[config.mk]
export PLATFORM = sky130hd
export DESIGN_NAME = sst_ctrl
export DESIGN_NICKNAME = d
export VERILOG_FILES = /design/src/rtl/core/sst_pkg.sv /design/src/rtl/core/sst_ctrl.sv
export SDC_FILE = /design/constraint.sdc
export NUM_CORES = 1
export LEC_CHECK = 0
export ABC_AREA = 1
export BUFFER_PORTS_ARGS = -buffer_cell sky130_fd_sc_hd__buf_2
export CORE_AREA = 10 10 47 49
export DETAILED_ROUTE_END_ITERATION = 16
export DIE_AREA = 0 0 57 59
export GPL_TIMING_DRIVEN = 1
export PLACE_DENSITY_LB_ADDON = 0.12
export SYNTH_ARGS = -nofsm -noshare
export SYNTH_HDL_FRONTEND = slang
export SYNTH_SLANG_ARGS = --single-unit
[constraint.sdc]
create_clock -name clk -period 1.84 [get_ports clk]
set_input_delay 0.092 -clock clk [delete_from_list [all_inputs] [get_ports clk]]
set_output_delay 0.092 -clock clk [all_outputs]
set_load 0.005 [all_outputs]
[src/rtl/core/sst_pkg.sv]
// ----------------------------------------------------------------------------
// Sorted set table package
// Shared constants, transaction types, status codes and control types.
// ----------------------------------------------------------------------------
package sst_pkg;

    // Number of entries the table can hold.
    localparam int CAPACITY = 64;

    // Width of the entry counter, wide enough to hold CAPACITY itself.
    localparam int COUNT_W = $clog2(CAPACITY + 1);

    // Width of a stored value.
    localparam int VALUE_W = 32;

    // Operation codes carried in the func field.
    localparam logic FUNC_INSERT = 1'b0;
    localparam logic FUNC_DELETE = 1'b1;

    // Result status codes.
    typedef enum logic [2:0] {
        ST_INSERTED  = 3'd0,
        ST_DUPLICATE = 3'd1,
        ST_DELETED   = 3'd2,
        ST_NOT_FOUND = 3'd3,
        ST_FULL      = 3'd4
    } status_e_t;

    // Request transaction.
    typedef struct packed {
        logic                      func;
        logic signed [VALUE_W-1:0] value;
    } req_t;

    // Response transaction.
    typedef struct packed {
        logic [2:0] status;
        logic [6:0] entry_count;
    } rsp_t;

    // Controller states.
    typedef enum logic [1:0] {
        S_IDLE,
        S_CMP,
        S_UPD
    } state_t;

    // Commands from the controller to the datapath.
    typedef struct packed {
        logic load;
        logic cmp;
        logic upd;
    } cmd_t;

endpackage

[src/rtl/core/sst_ctrl.sv]
// ----------------------------------------------------------------------------
// Sorted set table controller
// Sequences the capture, compare and update steps of each transaction and
// owns the handshake on both channels.
// ----------------------------------------------------------------------------
module sst_ctrl
    import sst_pkg::*;
(
    input  logic clk,
    input  logic rst_n,
    input  logic req_valid,
    output logic req_stall,
    output logic rsp_valid,
    input  logic rsp_stall,
    output cmd_t cmd
);

    state_t state_reg;
    state_t state_next;
    logic   rsp_valid_reg;
    logic   rsp_valid_next;
    logic   rsp_free;

    // The response register can take a new result when empty or being drained.
    assign rsp_free = !rsp_valid_reg || !rsp_stall;

    // Next-state logic.
    always_comb
    begin
        state_next = state_reg;
        unique case (state_reg)
            S_IDLE:
            begin
                if (req_valid)
                begin
                    state_next = S_CMP;
                end
            end
            S_CMP:
            begin
                state_next = S_UPD;
            end
            S_UPD:
            begin
                if (rsp_free)
                begin
                    state_next = req_valid ? S_CMP : S_IDLE;
                end
            end
            default:
            begin
                state_next = S_IDLE;
            end
        endcase
    end

    // Output logic: a new transaction may enter while the previous one retires.
    always_comb
    begin
        req_stall = 1'b1;
        cmd       = '0;
        unique case (state_reg)
            S_IDLE:
            begin
                req_stall = 1'b0;
            end
            S_CMP:
            begin
                cmd.cmp = 1'b1;
            end
            S_UPD:
            begin
                req_stall = !rsp_free;
                cmd.upd   = rsp_free;
            end
            default:
            begin
                req_stall = 1'b1;
            end
        endcase
        cmd.load = req_valid && !req_stall;
    end

    // Response valid is set by an update and cleared when the result is taken.
    always_comb
    begin
        if (cmd.upd)
        begin
            rsp_valid_next = 1'b1;
        end
        else if (!rsp_stall)
        begin
            rsp_valid_next = 1'b0;
        end
        else
        begin
            rsp_valid_next = rsp_valid_reg;
        end
    end

    // Control registers.
    always_ff @(posedge clk or negedge rst_n)
    begin
        if (!rst_n)
        begin
            state_reg     <= S_IDLE;
            rsp_valid_reg <= 1'b0;
        end
        else
        begin
            state_reg     <= state_next;
            rsp_valid_reg <= rsp_valid_next;
        end
    end

    assign rsp_valid = rsp_valid_reg;

    // An accepted request always proceeds to the compare step.
    assert property (@(posedge clk) disable iff (!rst_n)
        cmd.load |=> state_reg == S_CMP)
        else $error("accepted request did not enter compare");

    // An update never overwrites a result that is still held.
    assert property (@(posedge clk) disable iff (!rst_n)
        cmd.upd |-> !(rsp_valid_reg && rsp_stall))
        else $error("update would overwrite a stalled result");

    // A result appears only as the outcome of an update.
    assert property (@(posedge clk) disable iff (!rst_n)
        $rose(rsp_valid_reg) |-> $past(cmd.upd))
        else $error("result valid without an update");

endmodule

==> results.json <==
{
  "path_buf_inv": 2,
  "ff2ff_setup_slack_ns": 1.07,
  "async_reset_ff_share_pct": 100,
  "arrival_ns": 1.01,
  "num_antenna_cells": 0,
  "slew_viol_final": 0,
  "cts.clk_slew.worst_paths_ns": 0.04,
  "cts_num_sinks": 3,
  "seq_area_frac_synth_pct": 50.0,
  "tightest_slew_ns": 0.151,
  "path_cells": "inv_1, nand2_1, a21oi_1, buf_2",
  "syn_inst": 17,
  "die-area_um2": 3360,
  "cts_buffers": 3,
  "endpoint": "cmd[0]",
  "largest_register_ffs": 2,
  "synthAdderAreaFrac_pct": 0,
  "grt_pass1_wl_um": 627,
  "hold_viol": 0,
  "synth-simple-area-share_pct": 16.7,
  "drt_iter0_drc": 0,
  "antenna_found_initial": 0,
  "grt_start_max_net_pins": 4,
  "io_pins": 9,
  "vias": 131,
  "drc": 0,
  "clkLatencyLatePin_ns": 0.23,
  "status": "complete, no violations",
  "crit_start": "state_reg[0]",
  "synth_top_area_share_pct": 50.0,
  "synth_edf_count": 0,
  "min_path_type": "in2reg",
  "drive_gt1_share_pct": 46.4,
  "area_growth_pct": 54.2,
  "synthXorXnorAreaFrac_pct": 0,
  "p_leak_nw": 0.129,
  "cp_slowest_stage_delay_ns": 0.36,
  "cts_tree": "built",
  "syn_area_per_cell_um2": 8.83,
  "syn_area_um2": 150,
  "ys_top_cells_by_area": "dfrtp_1, buf_4, inv_1",
  "cp-end-kind": "output pin",
  "dr.pass1.iters": 1,
  "grt_setup_unrepaired": "no",
  "holdWs_ns": 0.0967,
  "num_rows": 14,
  "p_per_area_nw_per_um2": 1040,
  "synth_compound_area_share_pct": 15.8,
  "fin_area_um2": 231,
  "setup_tns_ns": 0,
  "period_share_pct": 59.7,
  "cp_max_fo": 3,
  "path_delay_family": "flip-flops",
  "grt_overflow_total": 0,
  "irDropWorstVdd_mv": 0.269,
  "seqCellArea_um2": 75.1,
  "fill_cells": 170,
  "synth_ff_type": "dfrtp_1",
  "gp_congestion": 0.612,
  "drtAntennaViolNets": 0,
  "crit_required_ns": 1.75,
  "synth-seq-cells": 3,
  "die_w_um": 57,
  "syn_nets": 21,
  "cp.depth": 4,
  "start_kind": "register",
  "cts_hold_buffers": 1,
  "cts_resized": 0,
  "rr_startpoint": "rsp_valid",
  "root_buffer": "clkbuf_4",
  "cts_max_path_buffers": 2,
  "avgViaCountPerCell": 2.98,
  "min_period_ns": 1.10,
  "muxShareOfSynthArea_pct": 0,
  "place_hpwl_um": 332,
  "core_um2": 1400,
  "slew_headroom_pct": 89.9,
  "path_class": "reg2out",
  "nets": 33,
  "yosysWarnings": 0,
  "skew_ns": 0.000877,
  "routedWlPerCell_um": 9.23,
  "cap_violations": 0,
  "grt_pass1_vias": 157,
  "multi_input_area_um2": 48.8,
  "synth_top_family_by_area": "buffers and inverters",
  "postRouteWirelength_um": 406,
  "die_h_um": 59,
  "post_cts_buffers": 0,
  "cpMaxStageDelayCell": "dfrtp_1",
  "start_util_pct": 10.7,
  "r2r_cells": 3,
  "ys_types": 9,
  "htreeDepth": 1,
  "synthTopCellsByCount": "dfrtp_1, inv_1, nor2_1",
  "setup_viol": 0,
  "max_freq_ghz": 0.910,
  "globalRouteTotalUtil_pct": 2.81,
  "r2r-end": "state_reg[0]",
  "synth_top_area_cell": "dfrtp_1",
  "placed_area_um2": 195,
  "port_buffers": 8
}
## per-layer routing
| metal | global-route usage, % | vias up | part of all wire, % |
|---|---|---|---|
| li1 | - | 70 | - |
| met4 | 5.03 | 0 | 2.0 |
| met2 | 3.57 | 5 | 53 |
| met3 | 1.29 | 2 | 4.4 |
| met1 | 2.50 | 54 | 40 |
| met5 | 0 | - | 0 |
## power breakdown
| part | switching, mW | internal [mW] | leakage, nW |
|---|---|---|---|
| registers | 0.00661 | 0.0757 | 0.0380 |
| clock network | 0.0319 | 0.0811 | 0.0150 |
| logic | 0.0231 | 0.0217 | 0.0762 |
## worst min path at each step
stage,depth (start not counted),end,slack (ns),startpoint
CTS,3,state_reg[0],0.08,req_valid
finish,3,state_reg[0],0.1,req_valid
global placement,1,state_reg[0],-0.11,rst_n
detailed placement,1,rsp_valid,-0.11,rst_n
floorplan,0,rsp_valid,-0.20,rst_n
global route,3,state_reg[0],0.13,req_valid
## stage by stage
stage	instances	power, mW	util [%]	setup WS, ns
after floorplan	17	0.111	-	1.05
after global placement	39	0.128	13.9	0.990
after detailed placement	39	0.129	13.9	0.972
after CTS	44	0.252	16.5	0.711
after global routing	44	0.262	16.5	0.585
final	44	0.240	16.5	0.741
## worst reg2reg max path, stage by stage (launching register included)
cell      delay [ns]
dfrtp_1         0.37
nand2_2         0.08
o21bai_2        0.16
nor2_1          0.05
## cell families (layout without fill, tap and decap cells)
logic type / count (synthesis) / count (layout)
AO/OA/AOI/OAI: 3 / 3
buffers and inverters: 5 / 16
flip-flops: 3 / 3
AND/OR/NAND/NOR: 6 / 6
## layout make-up
type / count / share of cell area (%)
Tap cell: 16 / 8.65
Sequential cell: 3 / 32.4
Timing Repair Buffer: 9 / 21.6
Multi-Input combinational cell: 9 / 21.1
Clock buffer: 4 / 11.4
Inverter: 3 / 4.86
## layout by cell type (no fill, tap or decap), drive strengths merged
master       n
nor2         3
a21oi        1
buf          8
nand2        3
dlygate4sd3  1
clkbuf       4
dfrtp        3
inv          3
o21bai       2
Power figures use the tool's default switching activity.
